===== config.mk =====
export PLATFORM = sky130hd
export DESIGN_NAME = lws_queue
export DESIGN_NICKNAME = d
export VERILOG_FILES = /design/src/hdl/lws_pkg.sv /design/src/hdl/lws_queue.sv
export SDC_FILE = /design/constraint.sdc
export NUM_CORES = 1
export LEC_CHECK = 0
export BUFFER_PORTS_ARGS = -buffer_cell sky130_fd_sc_hd__buf_2
export CAP_MARGIN = 0
export CELL_PAD_IN_SITES_DETAIL_PLACEMENT = 0
export CELL_PAD_IN_SITES_GLOBAL_PLACEMENT = 1
export CORE_MARGIN = 2
export CORE_UTILIZATION = 35
export CTS_BUF_LIST = sky130_fd_sc_hd__clkbuf_16
export CTS_CLUSTER_DIAMETER = 30
export DETAILED_ROUTE_END_ITERATION = 10
export PLACE_DENSITY_LB_ADDON = 0.1
export REMOVE_ABC_BUFFERS = 1
export SLEW_MARGIN = 20
export SYNTH_ARGS = -nofsm -noshare
export SYNTH_HDL_FRONTEND = slang
export SYNTH_SLANG_ARGS = --single-unit

===== constraint.sdc =====
create_clock -name clock -period 14.81 [get_ports clock]
set_clock_uncertainty 0.05 [all_clocks]
set_input_delay 2.962 -clock clock [delete_from_list [all_inputs] [get_ports clock]]
set_output_delay 2.962 -clock clock [all_outputs]
set_load 0.01 [all_outputs]

===== src/hdl/lws_pkg.sv =====
// Shared types and constants for the log window store.
`timescale 1ns / 1ps

package lws_pkg;

   // Ring depth; slot is the low bits of the log index, so this is a power of two.
   localparam int LOG_DEPTH = 1024;
   localparam int SLOT_W = $clog2(LOG_DEPTH);
   localparam logic [63:0] DEPTH_WIDE = 64'(LOG_DEPTH);

   localparam int QUEUE_DEPTH = 4;
   localparam int QPTR_W = $clog2(QUEUE_DEPTH);

   localparam int INDEX_W = 63;
   localparam int TERM_W = 63;
   localparam int DATA_W = 32;

   typedef enum logic [2:0] {
      ACT_LOOKUP   = 3'd0,
      ACT_APPEND   = 3'd1,
      ACT_PREFIX   = 3'd2,
      ACT_SUFFIX   = 3'd3,
      ACT_RESTART  = 3'd4
   } action_type;

   typedef enum logic [2:0] {
      ST_OK         = 3'd0,
      ST_RANGE      = 3'd1,
      ST_APPEND_IDX = 3'd2,
      ST_BAD_RESET  = 3'd3,
      ST_FULL       = 3'd4
   } status_type;

   // One classified action, front to back.
   typedef struct packed {
      status_type           status;
      logic                 lookup_hit;
      logic                 write_en;
      logic [SLOT_W-1:0]    slot;
      logic [TERM_W-1:0]    term;
      logic [DATA_W-1:0]    data;
      logic [INDEX_W-1:0]   first;
      logic [INDEX_W-1:0]   last;
   } cmd_type;

endpackage


===== src/hdl/lws_queue.sv =====
// Small command queue between the front and back parts.
`timescale 1ns / 1ps

module lws_queue (
   input  logic              clock,
   input  logic              reset,
   input  logic              push,
   input  lws_pkg::cmd_type  push_cmd,
   output logic              full,
   input  logic              pop,
   output logic              empty,
   output lws_pkg::cmd_type  head_cmd
);

   lws_pkg::cmd_type             entries_ff [lws_pkg::QUEUE_DEPTH];
   logic [lws_pkg::QPTR_W-1:0]   wr_ptr_ff, wr_ptr_in;
   logic [lws_pkg::QPTR_W-1:0]   rd_ptr_ff, rd_ptr_in;
   logic [lws_pkg::QPTR_W:0]     count_ff, count_in;

   assign full     = (count_ff == (lws_pkg::QPTR_W+1)'(lws_pkg::QUEUE_DEPTH));
   assign empty    = (count_ff == '0);
   assign head_cmd = entries_ff[rd_ptr_ff];

   always_comb begin
      wr_ptr_in = push ? wr_ptr_ff + 1'b1 : wr_ptr_ff;
      rd_ptr_in = pop ? rd_ptr_ff + 1'b1 : rd_ptr_ff;
      count_in  = count_ff;
      if (push && !pop) begin
         count_in = count_ff + 1'b1;
      end else if (pop && !push) begin
         count_in = count_ff - 1'b1;
      end
   end

   always_ff @(posedge clock) begin
      if (push) begin
         entries_ff[wr_ptr_ff] <= push_cmd;
      end
   end

   always_ff @(posedge clock) begin
      if (reset) begin
         wr_ptr_ff <= '0;
         rd_ptr_ff <= '0;
         count_ff  <= '0;
      end else begin
         wr_ptr_ff <= wr_ptr_in;
         rd_ptr_ff <= rd_ptr_in;
         count_ff  <= count_in;
      end
   end

endmodule


==> flow_summary.yaml <==
status:
  status: "complete, no violations"
cts:
  ctsLongestPathBuffers: 3
  post_cts_buffers: 0
  clk_pin_slew_ps: 40
  insertion_delay_ps: 740
  cts_buffers: 204
  holdBufCountCts: 0
  cts_tree: "built"
  cts_resized: 0
  cts_sinks: 953
  ctsRootBufferMaster: "clkbuf_16"
  h-tree-depth: 4
final_layout:
  drive_above_1_share: 0.497
  final_cell_mix: "edfxtp_1, buf_2, mux4_2"
  final_common_cell: "edfxtp_1"
  areaGrowthSynthToFinish_pct: 31.9
  fill_cells: 8193
  layout.nets: 2172
floorplan:
  core-area_um2: 97000
  die_area_um2: 101000
  floorplan.initialDensity: 0.355
  io_pins: 478
  rows: 114
  die_y_um: 317
  die_x_um: 317
yosys:
  synth_cell_types: 22
  synth_xor_area_frac: 0.00127
  syn_inst: 1276
  ys_warn_count: 0
  synthAdderAreaFrac: 0.00240
  ys_seq_area_frac: 0.829
  synth_seq_cells: 953
  syn_avg_cell_area_um2: 27.0
  synth_top_family_by_area: "multiplexers"
  synth_compound_area_frac: 0.000291
  synthMuxAreaShare: 0.155
  synth_area_um2: 34400
  synth-simple-area-share: 0.00215
placed_design:
  dp_hpwl_um: 45600
  post-place-ws_ps: 8180
  port_buffers: 477
  place_congestion: 0.706
sta:
  setup_ws_ps: 7660
  finalHoldViolCount: 0
  fin_tns_setup_ps: 0
  clock.fmax_mhz: 140
  slew_headroom: 0.220
  final-max-slew-violation-count: 0
  period_minus_slack_ps: 7150
  fin_crit_sh: 0.483
  setup_viol: 0
  rsz0062_at_grt: "false"
  tightestPinTransition_ps: 1170
global_route:
  gr-total-overflow: 0
  grt_max_degree: 129
  grtUsageTotal: 0.157
  grt_pass1_wl_um: 116000
  grt_pass1_vias: 17800
  antenna_found_initial: 34
setup_path:
  crit_path_max_fanout: 47
  r2r_slack_ps: 11650
  start_kind: "flip-flop"
  end_kind: "primary output"
  cp.arrival_ps: 4130
  cp.required_ps: 11800
  critPathKind: "flip-flop to primary output"
pwr:
  intPower_w: 0.00653
  p_seq_frac: 0.381
  p_sw_w: 0.00172
  pwr-share-clk: 0.550
  pwr-share-comb: 0.068
  leakagePower_nw: 15.7
  powerDensity_nw_per_um2: 182
  swShare: 0.208
  ir_drop_uv: 166
detailed_routing:
  drt_iter0_drc: 779
  viasPerCell: 4.73
  drc_errors: 0
  wirelength_um: 78800
  vias: 16000
  drt_first_pass_iters: 6
  wl_per_cell_um: 23.3
  ant_nets: 0
job:
  max_cap_violations: 0
worst_hold_path:
  min_path_type: "flip-flop to flip-flop"
synth_stat cells:
library cell  number  area [µm²]
fa_1               1        20.0
xor2_1             3        26.3
ha_1               5        62.6
nor2_1             7        26.3
mux2i_1            2        20.0
and2_1             4        25.0
a21oi_1            1        5.00
xnor2_1            2        17.5
buf_2             27         135
dfxtp_1            9         180
o21ai_0            1        5.00
mux4_2           236        5320
nand2_1            1        3.75
buf_4             10        75.1
nor3_1             1        5.00
inv_1              4        15.0
buf_1              7        26.3
nor3b_1            1        7.51
or3_1              1        6.26
clkbuf_1           4        15.0
buf_6              5        56.3
edfxtp_1         944       28300
per-layer routing:
layer | share of wire | track usage | up-vias | wire length [µm]
li1 | - | - | 6977 | -
met1 | 0.38 | 0.181 | 8312 | 30200
met2 | 0.50 | 0.257 | 489 | 39200
met3 | 0.089 | 0.0693 | 188 | 7030
met4 | 0.026 | 0.0637 | 42 | 2050
met5 | 0.0034 | 0 | - | 264
power by group through the flow:
| stage | registers, W | logic (W) | clock network, W |
|---|---|---|---|
| after floorplan | 0.00325 | 0.000342 | 0 |
| after global placement | 0.00319 | 0.000584 | 0 |
| after detailed placement | 0.00320 | 0.000589 | 0 |
| after CTS | 0.00315 | 0.000591 | 0.00464 |
| after global routing | 0.00316 | 0.000616 | 0.00478 |
| final | 0.00315 | 0.000564 | 0.00454 |
flip-flops by register name, summed over array words and instances, names as in the netlist, named ones only:
name and count:
count_ff 3, entries_ff 944, rd_ptr_ff 2, wr_ptr_ff 2
stage by stage:
step                      hold slack, ps  cell area [µm²]  utilization  total power (W)  instances
after floorplan                      410            34100            -          0.00359       1223
after global placement               442            38300        0.395          0.00378       2995
after detailed placement             457            38300        0.395          0.00379       2996
after CTS                            464            45300        0.467          0.00838       3368
after global routing                 496            45300        0.467          0.00855       3371
final                                461            45400        0.468          0.00825       3381
kinds of logic (layout without fill, tap and decap cells):
group / after synthesis / after routing
simple gates: 15 / 15
fa+ha+maj: 6 / 6
mux: 238 / 238
compound gates: 2 / 2
flops: 953 / 953
xor+xnor: 5 / 5
other cells: 0 / 13
buf+inv: 57 / 873
area by class of cell:
type,count,area [µm²],area share
diodes,13,32.5,0.000717
repair buffers,497,2590,0.0572
clock buffers,209,5230,0.115
inverters,4,15.0,0.000331
flip-flops and latches,953,28500,0.629
multi-input cells,266,5560,0.122
well taps,1276,1600,0.0352
clock inverters,163,1800,0.0397
worst paths after layout:
path         cells after the start         start                 to
max                              4     flip-flop      head_cmd[132]
min                              2   count_ff[2]        count_ff[2]
max reg2reg                      5  wr_ptr_ff[0]  entries_ff[0][41]
min reg2reg                      2   count_ff[2]        count_ff[2]
critical path, cell delays in order (launching register included):
cell	delay, ps
dfxtp_4	870
buf_4	750
buf_4	870
mux4_2	630
buf_2	160
No activity file was read; power rests on OpenSTA's default activity.
