==> src/hdl/lws_pkg.sv <==
// Shared types and constants for the log window store.
`timescale 1ns / 1ps

package lws_pkg;

   // Ring depth; slot is the low bits of the log index, so this is a power of two.
   localparam int LOG_DEPTH = 1024;
   localparam int SLOT_W = $clog2(LOG_DEPTH);
   localparam logic [63:0] DEPTH_WIDE = 64'(LOG_DEPTH);

   localparam int QUEUE_DEPTH = 4;
   localparam int QPTR_W = $clog2(QUEUE_DEPTH);

   localparam int INDEX_W = 63;
   localparam int TERM_W = 63;
   localparam int DATA_W = 32;

   typedef enum logic [2:0] {
      ACT_LOOKUP   = 3'd0,
      ACT_APPEND   = 3'd1,
      ACT_PREFIX   = 3'd2,
      ACT_SUFFIX   = 3'd3,
      ACT_RESTART  = 3'd4
   } action_type;

   typedef enum logic [2:0] {
      ST_OK         = 3'd0,
      ST_RANGE      = 3'd1,
      ST_APPEND_IDX = 3'd2,
      ST_BAD_RESET  = 3'd3,
      ST_FULL       = 3'd4
   } status_type;

   // One classified action, front to back.
   typedef struct packed {
      status_type           status;
      logic                 lookup_hit;
      logic                 write_en;
      logic [SLOT_W-1:0]    slot;
      logic [TERM_W-1:0]    term;
      logic [DATA_W-1:0]    data;
      logic [INDEX_W-1:0]   first;
      logic [INDEX_W-1:0]   last;
   } cmd_type;

endpackage

==> src/hdl/lws_front.sv <==
// Front part: holds the window bounds, classifies each action, emits a command.
`timescale 1ns / 1ps

module lws_front (
   input  logic                         clock,
   input  logic                         reset,
   input  logic                         req_valid,
   output logic                         req_stall,
   input  logic [2:0]                   req_action,
   input  logic [lws_pkg::INDEX_W-1:0]  req_log_index,
   input  logic [lws_pkg::TERM_W-1:0]   req_entry_term,
   input  logic [lws_pkg::DATA_W-1:0]   req_entry_data,
   input  logic                         queue_full,
   output logic                         queue_push,
   output lws_pkg::cmd_type             queue_cmd
);

   logic [63:0]                  first_ff, first_in;
   logic [lws_pkg::INDEX_W-1:0]  last_ff, last_in;
   logic [63:0]                  idx_ext;
   logic [63:0]                  last_ext;
   logic [63:0]                  held_count;
   lws_pkg::status_type          status;
   logic                         hit;
   logic                         wr;

   assign req_stall  = queue_full;
   assign queue_push = req_valid && !queue_full;

   assign idx_ext    = {1'b0, req_log_index};
   assign last_ext   = {1'b0, last_ff};
   assign held_count = last_ext + 64'd1 - first_ff;

   always_comb begin
      first_in = first_ff;
      last_in  = last_ff;
      status   = lws_pkg::ST_OK;
      hit      = 1'b0;
      wr       = 1'b0;
      case (lws_pkg::action_type'(req_action))
         lws_pkg::ACT_LOOKUP: begin
            if (idx_ext < first_ff || idx_ext > last_ext) begin
               status = lws_pkg::ST_RANGE;
            end else begin
               hit = 1'b1;
            end
         end
         lws_pkg::ACT_APPEND: begin
            if (idx_ext != last_ext + 64'd1) begin
               status = lws_pkg::ST_APPEND_IDX;
            end else if (held_count >= lws_pkg::DEPTH_WIDE) begin
               status = lws_pkg::ST_FULL;
            end else begin
               wr      = 1'b1;
               last_in = req_log_index;
            end
         end
         lws_pkg::ACT_PREFIX: begin
            if (idx_ext >= first_ff) begin
               first_in = idx_ext;
               if (idx_ext > last_ext) begin
                  last_in = req_log_index - 63'd1;
               end
            end
         end
         lws_pkg::ACT_SUFFIX: begin
            if (idx_ext <= last_ext) begin
               last_in = req_log_index;
               if (first_ff > idx_ext) begin
                  first_in = idx_ext + 64'd1;
               end
            end
         end
         lws_pkg::ACT_RESTART: begin
            if (req_log_index == '0) begin
               status = lws_pkg::ST_BAD_RESET;
            end else begin
               first_in = idx_ext;
               last_in  = req_log_index - 63'd1;
            end
         end
         default: begin
         end
      endcase
   end

   always_comb begin
      queue_cmd.status     = status;
      queue_cmd.lookup_hit = hit;
      queue_cmd.write_en   = wr;
      queue_cmd.slot       = req_log_index[lws_pkg::SLOT_W-1:0];
      queue_cmd.term       = req_entry_term;
      queue_cmd.data       = req_entry_data;
      queue_cmd.first      = first_in[lws_pkg::INDEX_W-1:0];
      queue_cmd.last       = last_in;
   end

   always_ff @(posedge clock) begin
      if (reset) begin
         first_ff <= 64'd1;
         last_ff  <= '0;
      end else if (queue_push) begin
         first_ff <= first_in;
         last_ff  <= last_in;
      end
   end

endmodule

==> config.mk <==
export PLATFORM = sky130hd
export DESIGN_NAME = lws_front
export DESIGN_NICKNAME = d
export VERILOG_FILES = /design/src/hdl/lws_pkg.sv /design/src/hdl/lws_front.sv
export SDC_FILE = /design/constraint.sdc
export NUM_CORES = 1
export LEC_CHECK = 0
export BUFFER_PORTS_ARGS = -buffer_cell sky130_fd_sc_hd__buf_4
export CAP_MARGIN = 15
export CELL_PAD_IN_SITES_DETAIL_PLACEMENT = 1
export CELL_PAD_IN_SITES_GLOBAL_PLACEMENT = 1
export CORE_MARGIN = 1
export CORE_UTILIZATION = 29
export CTS_CLUSTER_DIAMETER = 40
export DETAILED_ROUTE_END_ITERATION = 8
export PLACE_DENSITY = 0.6
export SETUP_SLACK_MARGIN = 0.02
export SLEW_MARGIN = 30
export SYNTH_ARGS = -nofsm -noshare
export SYNTH_HDL_FRONTEND = slang
export SYNTH_SLANG_ARGS = --single-unit
==> constraint.sdc <==
create_clock -name clock -period 8.2 [get_ports clock]
set_input_delay 1.64 -clock clock [delete_from_list [all_inputs] [get_ports clock]]
set_output_delay 1.64 -clock clock [all_outputs]
set_load 0.01 [all_outputs]
==> impl.org <==
** Outcome
- Run status :: finished, violations left
- The checks that failed: negative setup slack.

** Synthesis
- For this run, the number of Yosys warnings is 0.
- Dividing the synthesized area by the synthesized cell count gives 6.70 µm².
- When the netlist entered floorplanning its net count stood at 3962.
- After technology mapping, the gate count stands at 3604.
- EDFF count, synth :: 0
- Flops & latches, synth :: 127
- Yosys mapped the design onto 84 distinct sky130hd cell types.
- Counting flops with an async set or reset pin after synthesis yields a share of 0%.
- After synthesis, flip-flops and latches occupy 10.5% of the total area.
- Top FF cell, synth :: dfxtp_1
- Mapped Area :: 0.0242 mm²

** Routing
- The routed design has 148000 µm of wire.
- DRC violation total after the first TritonRoute iteration :: 3182
- The first TritonRoute pass finished after 6 iterations.
- Using the TritonRoute via totals, the vias-per-cell ratio works out to 6.29.
- Number of nets with antenna violations after routing :: 0
- Post-detailed-route DRC marker count :: 0
- Avg WL per Cell :: 29.7 µm
- For this block, the via count after detailed routing is 31.3k.

** Placed design
- Post-DP HPWL :: 115000 µm
- Once placement completed, the tool counted placed cells totaling 4881.
- Placer congestion estimate :: 1.04
- Input and output buffers added on the ports amount to 212.

** Worst setup path
- In this design, the critical path's most frequently occurring cell is buf_4.
- In this run the critical register-to-register path is launched from last_ff[1]$_SDFFE_PP0P_.
- At the worst endpoint, the arrival time is 6.57 ns.
- Slowest cell delay on critical path :: 0.61 ns
- For the worst flop-to-flop path, the logic depth is 31.
- The critical path is of the reg2out type.
- Worst Setup Start Kind :: flip-flop
- Register-to-register setup slack :: 1.78 ns
- Sort of element at the end of the critical path :: output port
- The endpoint identified for the worst register-to-register timing path is last_ff[31]$_SDFFE_PP0P_.
- STA puts the critical path data required time at 6.56 ns.
- Of all nets on the critical path, the largest fanout is 8.
- The most critical setup path has its startpoint at last_ff[1]$_SDFFE_PP0P_.
- The slowest stage of the critical path belongs to the cell or4_4.
- In this run the worst setup path terminates at queue_cmd[0].

** Floorplanning
- In this run the horizontal extent of the chip is 291 µm.
- The floorplan step defined a core boundary enclosing 0.0822 mm².
- Pin placement for this block handled 403 I/O pins.
- For this configuration, the core starts out at a cell density of 29.4%.
- DIE HEIGHT :: 291 µm
- Row generation in the floorplan step produced 105 rows.
- Die footprint :: 0.0845 mm²

** Clock tree
- TritonCTS built the clock tree.
- Clock transition at the registers of the reported paths :: 0.08 ns
- H-tree depth :: 4
- Number of hold buffers added after cts :: 0
- Buffers inserted during clock tree synthesis total 17.
- In this run the clock root is driven by a clkbuf_16.
- Number of clock sinks :: 127
- Clock Tree Buf Depth :: 2
- For the worst-skew pair, the clock arrives at the later sink with an insertion delay of 0.51 ns.

** Global route
- Entering global routing, the biggest net connects 67 pins.
- Remaining Overflow, GRT :: 0
- The number of antenna violations at the first check in global routing was 4.
- The number of global-route vias before repair came to 30.6k.
- Global Route Usage Sum :: 33.1%
- The first global-routing pass estimated 209000 µm of wire.

** Timing
- The worst path in the final design needs a cycle of 8.21 ns, including I/O delays and setup.
- Of the available clock period, the critical path in the final layout requires 100%.
- Final-report setup violation count :: 4
- At the pin with the least slew margin, the transition time is 1.04 ns.
- Final-report hold violation count :: 0
- Number of max-slew violations in the final report :: 0
- Setup repair after global routing missed its margin :: true
- Once routing completed, OpenROAD measured the worst setup slack at -0.0112 ns.
- Layout Skew :: 0.0189 ns
- Highest clock frequency the design can meet :: 0.122 GHz
- The worst pin sits at a relative slew slack of 30.8%.

** Pwr
- Overall power consumption :: 3.68 mW
- VDD sags by at most 0.188 mV.
- Dividing total power by cell area gives a power density of 118 mW/mm².
- The analysis attributes to cell leakage a power of 13.0 nW.

** Layout
- Number of non-filler instances in the completed layout :: 4973
- Relative to the synthesized area, the layout overhead comes to 29.3%.
- Fraction of layout cells with a size suffix above 1 :: 27.2%
- Final net count :: 4247

** Hold path
- The worst hold path belongs to the class reg2reg.
- The startpoint identified for the worst hold timing path is first_ff[35]$_SDFFE_PP0P_.

** Job
- The tool flagged a number of max-cap violations equal to 0.
[kinds of logic after synthesis]
family	count (synthesis)	share of synthesized area, %
AOI/OAI and AO/OA	1232	33.9
and+or+nand+nor	1208	25.3
buffers and inverters	667	13.4
adders and majority gates	193	10.0
xor gates and xnor gates	159	6.11
DFF	127	10.5
muxes	18	0.761
[critical path: cells and delay by family (launching register included)]
family | cells | cell delay (ns)
simple gates | 7 | 1.60
compound gates | 8 | 1.19
buf+inv | 13 | 1.94
flops | 1 | 0.38
xor+xnor | 2 | 0.39
fa+ha+maj | 2 | 0.48
[area by class of cell]
type | count | area, µm²
inverters | 211 | 792
repair buffers | 722 | 5910
clock inverters | 14 | 206
flip-flops and latches | 127 | 2560
clock buffers | 18 | 439
well taps | 1070 | 1340
fillers | 10200 | 51000
multi-input cells | 2810 | 20000
diodes | 1 | 2.50
[metrics by stage]
stage | hold WS [ns] | TNS, ns | utilization [%] | instance area (µm²) | setup WS (ns)
5_1_grt | 0.521 | -4.43 | 38.0 | 31200 | -0.151
2_1_floorplan | 0.464 | 0 | - | 24200 | 0.468
3_3_place_gp | 0.499 | -9.73 | 34.4 | 28300 | -0.364
6_report | 0.509 | -0.0265 | 38.0 | 31200 | -0.0112
3_5_place_dp | 0.501 | -9.29 | 34.4 | 28300 | -0.369
4_1_cts | 0.510 | 0 | 36.3 | 29900 | 0.0206
[cells in the mapped netlist (21+ instances only)]
cell type	number	area (µm²)
and4_1	27	236
or4_1	29	218
o22ai_1	21	131
and3_1	52	325
a211oi_1	85	638
o21ai_0	285	1430
xnor2_1	127	1110
ha_1	192	2400
nor2_1	271	1020
o21a_1	37	278
xor2_1	26	228
nand4_1	112	701
buf_2	36	180
or3_1	36	225
nor4_1	61	382
a221o_1	59	591
a221oi_1	42	368
nor3_1	125	626
clkbuf_1	227	852
buf_4	177	1330
o31ai_1	48	360
a21o_1	67	503
inv_1	201	754
a221oi_2	26	390
nand3_1	115	576
nand2_1	286	1070
and2_1	27	169
a21oi_1	357	1790
dfxtp_1	127	2540
[cells in the final DEF, fill, tap and decap left out, types with 40 or more instances in the layout]
master / n
o21ai_0: 249
and3_1: 51
nand3_1: 109
ha_1: 172
a221o_1: 59
xnor2_1: 98
a21o_1: 67
nor3_1: 115
nand4_1: 112
buf_4: 671
a21oi_1: 307
a21oi_2: 44
nor2_1: 256
inv_1: 201
a221oi_1: 40
nand2_1: 272
nor4_1: 42
a211oi_1: 76
dfxtp_1: 117
o31ai_1: 42
[routing by layer]
metal	vias to the layer above	track usage [%]	part of all wire, %
met5	-	0	0.017
met4	4	15.5	4.7
met3	325	5.73	8.6
met2	1620	49.7	43
met1	15500	45.7	44
li1	13800	-	-
[state kept, by name, summed over array words and instances, names as in the netlist]
register and cells:
first_ff 64, last_ff 63
[where the power goes]
part	internal, mW	switching [mW]	total (mW)
clock	0.521	0.374	0.896
sequential	0.644	0.0355	0.679
combinational	0.824	1.28	2.10
total	1.99	1.69	3.68
[worst min-delay path by stage]
stage / end / cells past startpoint
4_1_cts: first_ff[35]$_SDFFE_PP0P_ / 2
2_1_floorplan: first_ff[63]$_SDFFE_PP0P_ / 2
6_report: first_ff[35]$_SDFFE_PP0P_ / 2
5_1_grt: first_ff[63]$_SDFFE_PP0P_ / 2
3_3_place_gp: first_ff[35]$_SDFFE_PP0P_ / 2
3_5_place_dp: first_ff[35]$_SDFFE_PP0P_ / 2
[repair_timing]
| action | CTS | global route |
|---|---|---|
| gates cloned | 4 | 6 |
| endpoints found under the setup margin | 65 | 64 |
| gates resized for setup | 132 | 228 |
| pin swaps | 33 | 61 |
| buffers inserted | 28 | 22 |
Power figures use the tool's default switching activity.
